==> config.mk <==
export PLATFORM = sky130hd
export DESIGN_NAME = html_href_link_extractor_top
export DESIGN_NICKNAME = d
export VERILOG_FILES = /design/src/hw/rtl/hhle_pkg.sv /design/src/hw/rtl/hhle_parser.sv /design/src/hw/rtl/hhle_out_fifo.sv /design/src/hw/rtl/html_href_link_extractor_top.sv
export VERILOG_INCLUDE_DIRS = /design/src /design/src/hw/rtl
export SDC_FILE = /design/constraint.sdc
export NUM_CORES = 1
export LEC_CHECK = 0
export BUFFER_PORTS_ARGS = -buffer_cell sky130_fd_sc_hd__buf_2
export CAP_MARGIN = 20
export CORE_MARGIN = 1
export CORE_UTILIZATION = 62
export CTS_CLUSTER_SIZE = 20
export DETAILED_ROUTE_END_ITERATION = 8
export GPL_TIMING_DRIVEN = 0
export PLACE_DENSITY = 0.8
export SETUP_SLACK_MARGIN = 0.2
export SYNTH_ARGS = -nofsm -noshare
export SYNTH_HDL_FRONTEND = slang
export SYNTH_HIERARCHICAL = 1
export SYNTH_SLANG_ARGS = --single-unit
==> constraint.sdc <==
create_clock -name clk -period 5 [get_ports clk]
set_input_delay 1 -clock clk [delete_from_list [all_inputs] [get_ports clk]]
set_output_delay 1 -clock clk [all_outputs]
set_load 0.01 [all_outputs]
==> src/hw/rtl/html_href_link_extractor_top_macros.svh <==
// Assertion macros used by the result queue (hhle_out_fifo.sv).
`ifndef HTML_HREF_LINK_EXTRACTOR_TOP_MACROS_SVH
`define HTML_HREF_LINK_EXTRACTOR_TOP_MACROS_SVH

// Same-cycle implication, checked outside reset.
`define HHLE_ASSERT_NOW(lbl, ante, cons, msg) \
  lbl: assert property (@(posedge clk) disable iff (!rst_n) (ante) |-> (cons)) \
    else $error(msg);

// Next-cycle implication, checked outside reset.
`define HHLE_ASSERT_NEXT(lbl, ante, cons, msg) \
  lbl: assert property (@(posedge clk) disable iff (!rst_n) (ante) |=> (cons)) \
    else $error(msg);

`endif

==> src/hw/rtl/hhle_pkg.sv <==
package hhle_pkg;

  localparam int MaxUrlBytes = 1024;
  localparam int CntW        = $clog2(MaxUrlBytes);
  localparam int LenW        = 10;
  localparam int TagLen      = 2;
  localparam int AttrLen     = 6;

  localparam int FifoDepth   = 4;
  localparam int FifoPtrW    = $clog2(FifoDepth);
  localparam int FifoCntW    = $clog2(FifoDepth + 1);

  localparam logic [7:0] DocEnd   = 8'h00;
  localparam logic [7:0] ChQuote  = 8'h22;
  localparam logic [7:0] ChSlash  = 8'h2F;
  localparam logic [7:0] ChClose  = 8'h3E;
  localparam logic [7:0] ChSpace  = 8'h20;
  localparam logic [7:0] ChWsLo   = 8'h09;
  localparam logic [7:0] ChWsHi   = 8'h0D;

  typedef enum logic [1:0] {
    KIND_BYTE  = 2'd0,
    KIND_DONE  = 2'd1,
    KIND_ABORT = 2'd2
  } kind_t;

  typedef enum logic [2:0] {
    PH_SEARCH  = 3'b001,
    PH_LEAD    = 3'b010,
    PH_CAPTURE = 3'b100
  } phase_t;

  typedef struct packed {
    kind_t            kind;
    logic [7:0]       url_byte;
    logic [LenW-1:0]  url_len;
  } result_t;

  // up to two results from one document byte
  typedef struct packed {
    logic [1:0] n;
    result_t    r0;
    result_t    r1;
  } res_pair_t;

  function automatic logic is_ws(input logic [7:0] c);
    return (c == ChSpace) || (c >= ChWsLo && c <= ChWsHi);
  endfunction

  function automatic logic [7:0] fold_case(input logic [7:0] c);
    return (c >= 8'h41 && c <= 8'h5A) ? c + 8'd32 : c;
  endfunction

  function automatic logic [7:0] tag_char(input logic [1:0] idx);
    logic [7:0] ch;
    unique case (idx)
      2'd0:    ch = 8'h3C; // '<'
      default: ch = 8'h61; // 'a'
    endcase
    return ch;
  endfunction

  function automatic logic [7:0] attr_char(input logic [2:0] idx);
    logic [7:0] ch;
    unique case (idx)
      3'd0:    ch = 8'h68; // h
      3'd1:    ch = 8'h72; // r
      3'd2:    ch = 8'h65; // e
      3'd3:    ch = 8'h66; // f
      3'd4:    ch = 8'h3D; // =
      default: ch = ChQuote;
    endcase
    return ch;
  endfunction

  function automatic result_t mk_byte(input logic [7:0] b);
    result_t r;
    r.kind     = KIND_BYTE;
    r.url_byte = b;
    r.url_len  = '0;
    return r;
  endfunction

  function automatic result_t mk_done(input logic [LenW-1:0] len);
    result_t r;
    r.kind     = KIND_DONE;
    r.url_byte = '0;
    r.url_len  = len;
    return r;
  endfunction

  function automatic result_t mk_abort();
    result_t r;
    r.kind     = KIND_ABORT;
    r.url_byte = '0;
    r.url_len  = '0;
    return r;
  endfunction

endpackage

==> src/hw/rtl/hhle_parser.sv <==
module hhle_parser (
  input  logic                clk,
  input  logic                rst_n,
  input  logic                accept,
  input  logic [7:0]          doc_byte,
  output hhle_pkg::res_pair_t pair
);

  logic                      vld_r;
  logic [7:0]                byte_r;

  logic [1:0]                tag_r, tag_nxt;
  logic                      anc_r, anc_nxt;
  logic [2:0]                attr_r, attr_nxt;
  hhle_pkg::phase_t          phase_r, phase_nxt;
  logic [7:0]                held_r, held_nxt;
  logic                      hv_r, hv_nxt;
  logic [hhle_pkg::CntW-1:0] cnt_r, cnt_nxt;
  logic                      trunc_r, trunc_nxt;

  always_ff @(posedge clk) begin
    if (!rst_n) begin
      vld_r <= 1'b0;
    end else begin
      vld_r <= accept;
    end
    if (accept) begin
      byte_r <= doc_byte;
    end
  end

  always_ff @(posedge clk) begin
    if (!rst_n) begin
      tag_r   <= '0;
      anc_r   <= 1'b0;
      attr_r  <= '0;
      phase_r <= hhle_pkg::PH_SEARCH;
      held_r  <= '0;
      hv_r    <= 1'b0;
      cnt_r   <= '0;
      trunc_r <= 1'b0;
    end else begin
      tag_r   <= tag_nxt;
      anc_r   <= anc_nxt;
      attr_r  <= attr_nxt;
      phase_r <= phase_nxt;
      held_r  <= held_nxt;
      hv_r    <= hv_nxt;
      cnt_r   <= cnt_nxt;
      trunc_r <= trunc_nxt;
    end
  end

  always_comb begin
    logic [7:0]                lc;
    logic                      ws;
    logic [hhle_pkg::CntW-1:0] len;

    tag_nxt   = tag_r;
    anc_nxt   = anc_r;
    attr_nxt  = attr_r;
    phase_nxt = phase_r;
    held_nxt  = held_r;
    hv_nxt    = hv_r;
    cnt_nxt   = cnt_r;
    trunc_nxt = trunc_r;
    pair.n    = 2'd0;
    pair.r0   = hhle_pkg::mk_abort();
    pair.r1   = hhle_pkg::mk_abort();
    ws        = hhle_pkg::is_ws(byte_r);
    lc        = hhle_pkg::fold_case(byte_r);
    len       = cnt_r;

    if (vld_r) begin
      if (byte_r == hhle_pkg::DocEnd || ((byte_r == hhle_pkg::ChQuote || ws) &&
          phase_r != hhle_pkg::PH_SEARCH && !(ws && phase_r == hhle_pkg::PH_LEAD))) begin
        // document end or URL terminator: report any open URL and restart parsing
        if (byte_r == hhle_pkg::DocEnd) begin
          if (phase_r != hhle_pkg::PH_SEARCH) begin
            pair.n  = 2'd1;
            pair.r0 = hhle_pkg::mk_abort();
          end
        end else if (hv_r && (trunc_r || held_r != hhle_pkg::ChSlash)) begin
          pair.n  = 2'd2;
          pair.r0 = hhle_pkg::mk_byte(held_r);
          pair.r1 = hhle_pkg::mk_done(hhle_pkg::LenW'(len));
        end else begin
          if (hv_r) begin
            len = cnt_r - 1'b1;
          end
          pair.n  = 2'd1;
          pair.r0 = hhle_pkg::mk_done(hhle_pkg::LenW'(len));
        end
        tag_nxt   = '0;
        anc_nxt   = 1'b0;
        attr_nxt  = '0;
        phase_nxt = hhle_pkg::PH_SEARCH;
        held_nxt  = '0;
        hv_nxt    = 1'b0;
        cnt_nxt   = '0;
        trunc_nxt = 1'b0;
      end else if (phase_r != hhle_pkg::PH_SEARCH) begin
        if (!ws) begin
          phase_nxt = hhle_pkg::PH_CAPTURE;
          if (cnt_r >= hhle_pkg::CntW'(hhle_pkg::MaxUrlBytes - 1)) begin
            trunc_nxt = 1'b1;
          end else begin
            if (hv_r) begin
              pair.n  = 2'd1;
              pair.r0 = hhle_pkg::mk_byte(held_r);
            end
            held_nxt = byte_r;
            hv_nxt   = 1'b1;
            cnt_nxt  = cnt_r + 1'b1;
          end
        end
      end else if (!ws) begin
        if (!anc_r && tag_r < 2'(hhle_pkg::TagLen) && lc == hhle_pkg::tag_char(tag_r)) begin
          tag_nxt = tag_r + 1'b1;
          if (tag_r == 2'(hhle_pkg::TagLen - 1)) begin
            anc_nxt = 1'b1;
          end
        end else begin
          tag_nxt = '0;
        end

        if (anc_nxt && lc == hhle_pkg::ChClose) begin
          anc_nxt = 1'b0;
          tag_nxt = '0;
        end

        if (anc_nxt && attr_r < 3'(hhle_pkg::AttrLen) && lc == hhle_pkg::attr_char(attr_r)) begin
          if (attr_r == 3'(hhle_pkg::AttrLen - 1)) begin
            attr_nxt  = '0;
            tag_nxt   = '0;
            anc_nxt   = 1'b0;
            phase_nxt = hhle_pkg::PH_LEAD;
            hv_nxt    = 1'b0;
            held_nxt  = '0;
            cnt_nxt   = '0;
            trunc_nxt = 1'b0;
          end else begin
            attr_nxt = attr_r + 1'b1;
          end
        end else begin
          attr_nxt = '0;
        end
      end
    end
  end

endmodule

==> src/hw/rtl/hhle_out_fifo.sv <==
`include "html_href_link_extractor_top_macros.svh"

module hhle_out_fifo (
  input  logic                              clk,
  input  logic                              rst_n,
  input  hhle_pkg::res_pair_t               pair,
  output logic [hhle_pkg::FifoCntW-1:0]     count,
  output logic                              out_valid,
  input  logic                              out_stall,
  output hhle_pkg::result_t                 out_res
);

  hhle_pkg::result_t                mem [hhle_pkg::FifoDepth];
  logic [hhle_pkg::FifoPtrW-1:0]    wr_ptr_r, wr_ptr_nxt;
  logic [hhle_pkg::FifoPtrW-1:0]    rd_ptr_r, rd_ptr_nxt;
  logic [hhle_pkg::FifoCntW-1:0]    count_r, count_nxt;
  logic                             rd;

  assign out_valid = (count_r != '0);
  assign out_res   = mem[rd_ptr_r];
  assign count     = count_r;
  assign rd        = out_valid && !out_stall;

  always_comb begin
    wr_ptr_nxt = wr_ptr_r + hhle_pkg::FifoPtrW'(pair.n);
    rd_ptr_nxt = rd_ptr_r + hhle_pkg::FifoPtrW'(rd);
    count_nxt  = count_r + hhle_pkg::FifoCntW'(pair.n) - hhle_pkg::FifoCntW'(rd);
  end

  always_ff @(posedge clk) begin
    if (!rst_n) begin
      wr_ptr_r <= '0;
      rd_ptr_r <= '0;
      count_r  <= '0;
    end else begin
      wr_ptr_r <= wr_ptr_nxt;
      rd_ptr_r <= rd_ptr_nxt;
      count_r  <= count_nxt;
    end
  end

  always_ff @(posedge clk) begin
    if (pair.n != 2'd0) begin
      mem[wr_ptr_r] <= pair.r0;
    end
    if (pair.n == 2'd2) begin
      mem[wr_ptr_r + 1'b1] <= pair.r1;
    end
  end

  `HHLE_ASSERT_NOW(a_no_overflow, pair.n != 2'd0,
    (32'(count_r) + 32'(pair.n)) <= hhle_pkg::FifoDepth, "result queue overflow")
  `HHLE_ASSERT_NOW(a_pair_count, 1'b1, pair.n != 2'd3, "more than two results in one cycle")
  `HHLE_ASSERT_NEXT(a_empty_stays, count_r == '0 && pair.n == 2'd0, !out_valid,
    "result appeared without a write")
  `HHLE_ASSERT_NEXT(a_ptr_gap, 1'b1,
    count_r == '0 || count_r == hhle_pkg::FifoCntW'(hhle_pkg::FifoDepth) ||
    hhle_pkg::FifoPtrW'(count_r) == (wr_ptr_r - rd_ptr_r), "queue pointers disagree with count")

endmodule

==> src/hw/rtl/html_href_link_extractor_top.sv <==
// Anchor href extractor.
// Input channel: one HTML document byte per transfer (in_valid/in_stall,
// in_doc_byte). A byte of 0 ends the document and resets the parser.
// Result channel: out_valid/out_stall with out_kind, out_url_byte and
// out_url_len. Kind 0 carries one URL byte, kind 1 marks a finished URL
// with its length, kind 2 marks a URL cut off by the document end.
// A transferred byte is registered and parsed in the following cycle; the
// results it gives are written into the result queue and offered from there.
// Throughput: one byte per cycle while in_stall is low. The byte that ends
// a URL can give two results; a four-entry result queue absorbs them, and
// in_stall rises when the queue plus the byte being parsed would leave less
// than two free slots, so a two-result byte meeting a non-empty queue stalls
// the input.
// Receiver stall backs up the queue and then holds the input; nothing is lost.
// Reset (rst_n low, synchronous) empties the queue and returns the parser to
// searching for an anchor tag.
module html_href_link_extractor_top (
  input  logic                      clk,
  input  logic                      rst_n,
  input  logic                      in_valid,
  output logic                      in_stall,
  input  logic [7:0]                in_doc_byte,
  output logic                      out_valid,
  input  logic                      out_stall,
  output logic [1:0]                out_kind,
  output logic [7:0]                out_url_byte,
  output logic [hhle_pkg::LenW-1:0] out_url_len
);

  hhle_pkg::res_pair_t              pair;
  hhle_pkg::result_t                out_res;
  logic [hhle_pkg::FifoCntW-1:0]    count;
  logic [hhle_pkg::FifoCntW:0]      need;
  logic                             accept;

  // room needed once the byte now being parsed has been written
  assign need     = (hhle_pkg::FifoCntW + 1)'(count) + (hhle_pkg::FifoCntW + 1)'(pair.n);
  assign in_stall = need > (hhle_pkg::FifoCntW + 1)'(hhle_pkg::FifoDepth - 2);
  assign accept   = in_valid && !in_stall;

  hhle_parser u_parser (
    .clk      (clk),
    .rst_n    (rst_n),
    .accept   (accept),
    .doc_byte (in_doc_byte),
    .pair     (pair)
  );

  hhle_out_fifo u_out_fifo (
    .clk       (clk),
    .rst_n     (rst_n),
    .pair      (pair),
    .count     (count),
    .out_valid (out_valid),
    .out_stall (out_stall),
    .out_res   (out_res)
  );

  assign out_kind     = out_res.kind;
  assign out_url_byte = out_res.url_byte;
  assign out_url_len  = out_res.url_len;

endmodule
Yosys cells after proc, flatten, opt, wreduce, memory -nomap -nowiden
Memories as Yosys holds them, arrays and structs flattened. A register that Yosys moved wholly into a read port is not among the register bits.
Cells that the tools add are included.
W data, S select, Z words.
Storage, ports and cells
  register bits after elaboration: 45
  memory bits (writable): 80
  bits of input ports: 12
  memories: 1
Cells by class
  add/sub/neg operators: 11
  equal/unequal tests: 19
  $lt $le $gt $ge: 8
  mux-type cells: 88
  reduce and logical (&&, ||, !) cells: 32
Memory list
  u_out_fifo.mem: depth 4, bits a word 20, rd ports 1, clocked after memory_dff 1, wr ports 2, line hhle_out_fifo.sv:13  | hhle_pkg::result_t mem [hhle_pkg::FifoDepth];
Operators with widths (count)
  $mux W22: 6
  $mux W8: 16
  $mux W10: 8
  $mux W20: 3
  $mux W21: 2
  $mux W42: 1
  $pmux W7 S5: 1
  $mux W3: 11
  $mux W1: 31
  $eq A8 B6 Y1 const B: 3
  $eq A8 B8 Y1: 2
  $mux W2: 8
  $logic_and A1 B1 Y1: 13
  $add A10 B1 Y10 const B: 1
  $ge A10 B10 Y1 const B: 1
  $reduce_and A5 Y1: 2
  $sub A10 B1 Y10 const B: 1
  $eq A3 B2 Y1 const B: 3
  $reduce_bool A3 Y1: 3
  $add A8 B6 Y8 const B: 1
  $ge A8 B4 Y1 const B: 1
  $ge A8 B7 Y1 const B: 1
  $le A8 B4 Y1 const B: 1
  $le A8 B7 Y1 const B: 1
  27 further kinds: 37

Longest topological paths before layout
  depth after elaboration: 28
  depth in mapped cells: 15
  mapped depth without buffers: 14

Modules after synthesis
Netlist, hierarchy kept.
Modules (own cells, without submodules)
  hhle_out_fifo: instances 1, cells each 242, area an instance 4302.9 sq um, sequential area each 2542.4 sq um
  hhle_parser: instances 1, cells each 351, area an instance 2825.2 sq um, sequential area each 840.8 sq um
  html_href_link_extractor_top: instances 1, cells each 11, area an instance 87.6 sq um, sequential area each 0.0 sq um

Least setup slack after synthesis
OpenSTA, ideal clock, no wires.
  path type: reg-to-reg
  from: register u_parser.byte_r[5]
  to: memory u_out_fifo/mem[0][0] (netlist name) (enable)
  cell stages (with the launch flop): 10
  buffers on the path: 2
  path slack: 0.872 ns
  library setup time: 0.428 ns
  arrival time: 3.699 ns
  required time: 4.572 ns
  clock period less this slack: 4.128 ns
  cells stage by stage: edfxtp_1 -> nor4b_1 -> o21ba_2 -> o211ai_1 -> and3_1 -> and3_1 -> clkbuf_1 -> buf_4 -> nor2_1 -> o31ai_1
RTL lines
  start: declaration: line hhle_parser.sv:10  | logic [7:0] byte_r;
  start signal: assignment: line hhle_parser.sv:28  | byte_r <= doc_byte;
  end: declaration: line hhle_out_fifo.sv:13

==> impl_results.md <==
- Outcome: complete, no violations
- Period utilization: 0.917
- Design Area, Final: 8350 sq um
- I/O pin count: 34
- Yosys warnings: 6
- Max VDD drop: 0.000320 V
- Top post-synthesis cells by count: edfxtp_1, mux2_2, nor2_1
- Cell taking the most area after synthesis: edfxtp_1
- Final Critical Period: 4.58 ns
- Post-synth ARST share: 0
- DP HPWL: 11100 um
- Post-synthesis register bit count: 125
- Count leader, synth: edfxtp_1
- Sequential share of power: 0.410
- Yosys cell types: 83
- Top cells by area, synth: edfxtp_1, mux2_2, dfxtp_1
- Vias/cell: 6.21
- CTS root buf: clkbuf_16
- First DRT Iteration DRCs: 380
- PortBufs: 33
- Max-slew violation count: 0
- Sw frac: 0.250
- Die area: 12100 sq um
- Cells after synthesis: 604
- Post-synth EDFFs: 88
- Worst-path fanout max: 14
- Post-synth top area share: 0.366
- Ys flop type: edfxtp_1
- TritonCTS buffer count: 17
- Crit path required time: 4.00 ns
- Final Hold Viols: 0
- Rows: 39
- Synthesized cell area: 7220 sq um
- NumNets Final: 693
- Vias in the first global route: 5091
- Critical Path Start Type: register
- Setup crit end kind: primary output
- RSZ-0062 raised after global routing: false
- Detailed Route WL: 16300 um
- Hold_ws: 0.472 ns
- R2R depth: 12
- Grt ovf: 0
- DRT Pass-1 Iters: 5
- Via count: 5115
- Routed Antenna Nets: 0
- Synthesized area per cell: 11.9 sq um
- Initial antenna violation count: 0
- Core Footprint: 11400 sq um
- Post-layout util: 0.734
- CP max stage delay: 0.43 ns
- Hold buffers post-CTS: 0
- CP dominant cell by count: and3_1
- Sw Pwr: 0.701 mW
- Comb pwr share: 0.148
- Pwr/cell area: 335 nW/um^2
- Antenna diodes: 0
- Crit path max-delay cell type: fa_1
- Final setup margin: 0.415 ns
- Cell count of the worst hold path: 2
- Clock sinks: 125
- Worst-margin pin slew: 0.722 ns
- Initial Utilization: 0.635
- CP Class: register to primary output
- Clock skew: 0.00956 ns
- Leakage: 3.08 nW
- Slew headroom: 0.517
- Int Pwr: 2.10 mW
- Largest net degree at the start of global routing: 17
- Post-synthesis sequential area ratio: 0.469
- Global-route wire length before repair: 25900 um
- Share of cells above drive strength 1: 0.351
- Die X: 110 um
- Clock Path Buffers: 2
- Pre-CTS WS: 0.593 ns
- Clk slew on worst S/H paths: 0.05 ns
- CTS H-tree lvls: 4
- F_max: 0.218 GHz
- Crit-path cells: buf_6 -> or3_1 -> a41oi_1 -> nor2b_2 -> and3_1 -> and3_1 -> clkbuf_2 -> buf_4 -> fa_1 -> and2_1 -> a21oi_2 -> a21o_1 -> buf_2
- Clock share of power: 0.442
- Arrival @ worst endpoint: 3.58 ns
- Max_cap viols: 0
- DRC: 0
- GRT Util Overall: 0.294
- DR WL/cell: 19.7 um
- Clk_lat worst skew: 0.43 ns
- Area Overhead vs Synth: 15.7%
- Post-DP Area: 7710 sq um
- Die H: 110 um
- CTS tree: built
- Placer Congestion: 0.874
- Setup-failing EPs final: 0
- HP Class: register to register
- # fillers: 723
[placed cells by master (no fill, tap or decap), types with 20 or more instances in the layout]
master    Yosys  final
edfxtp_1     88     88
mux2_2       79     79
buf_2         6     39
nand2_1      38     38
nor2_1       39     37
dfxtp_1      37     36
and2_1       27     27
nand3_1      23     22
buf_4        20     21
mux4_2       20     20
[worst paths after layout]
path                                          from            endpoint  slack, ns
worst min register to register  u_parser/held_r[2]  u_parser/held_r[2]       0.47
worst max register to register  u_parser/byte_r[0]  u_parser/byte_r[2]       1.25
worst min-delay path            u_parser/held_r[2]  u_parser/held_r[2]       0.47
worst max-delay path            u_parser/byte_r[0]            in_stall       0.42
[through the flow]
step	power, mW	cells	TNS (ns)
6_report	2.80	824	0
5_1_grt	2.91	824	0
4_1_cts	2.81	823	0
3_5_place_dp	1.58	791	0
3_3_place_gp	1.57	787	-14.77
2_1_floorplan	1.47	611	0
[final cells by class]
class / instances / area [sq um] / share of cell area
clock inverter: 15 / 173 / 0.0207
multi-input combinational: 420 / 3530 / 0.423
tap: 143 / 179 / 0.0214
clock buffer: 17 / 425 / 0.0509
inverter: 16 / 60.1 / 0.00719
sequential: 125 / 3380 / 0.405
timing repair buffer: 38 / 270 / 0.0324
buffer: 50 / 327 / 0.0391
[sequential cells by signal, indices dropped and copies added (netlist names)]
| register | flops |
|---|---|
| u_parser/tag_r | 2 |
| u_out_fifo/wr_ptr_r | 2 |
| u_out_fifo/mem | 80 |
| u_parser/held_r | 8 |
| u_parser/trunc_r | 1 |
| u_parser/attr_r | 3 |
| u_parser/vld_r | 1 |
| u_out_fifo/count | 3 |
| u_parser/hv_r | 1 |
| u_parser/cnt_r | 10 |
| u_parser/phase_r | 3 |
| u_parser/anc_r | 1 |
| u_parser/byte_r | 8 |
| u_out_fifo/rd_ptr_r | 2 |
[per-layer routing]
| layer | global-route usage | wire (um) |
|---|---|---|
| met4 | 0.161 | 478 |
| met3 | 0.0646 | 869 |
| met2 | 0.512 | 8460 |
| met5 | 0 | 0 |
| met1 | 0.334 | 6450 |
[power by group through the flow]
stage,combinational [mW],sequential (mW),clock [mW]
3_5_place_dp,0.411,1.17,0
4_1_cts,0.415,1.15,1.25
3_3_place_gp,0.403,1.17,0
2_1_floorplan,0.307,1.16,0
6_report,0.414,1.15,1.24
5_1_grt,0.466,1.15,1.30
[what timing repair did]
| action | 4_1_cts | 5_1_grt |
|---|---|---|
| endpoints found under the setup margin | 1 | 1 |
| gates resized for setup | 3 | 11 |
| hold endpoints to repair | 0 | 0 |
| setup buffers | 0 | 1 |
| pin swaps | 0 | 2 |
[critical path: cells and delay by family (launching register included)]
family                   cells  cell delay [ns]
adder cells (fa/ha/maj)      1             0.43
flip-flops                   1             0.37
AO/OA/AOI/OAI                3             0.59
AND/OR/NAND/NOR              5             1.03
buffers and inverters        4             0.75
[cell families (layout without fill, tap and decap cells)]
kind of cell	count (synthesis)	after routing	synth area share
buf+inv	66	136	0.0529
compound gates	78	78	0.0844
flops	125	125	0.469
simple gates	197	197	0.151
mux	109	109	0.200
other cells	1	8	0.000520
fa+ha+maj	14	14	0.0260
xor+xnor	14	14	0.0170
No activity file was read; power rests on OpenSTA's default activity.
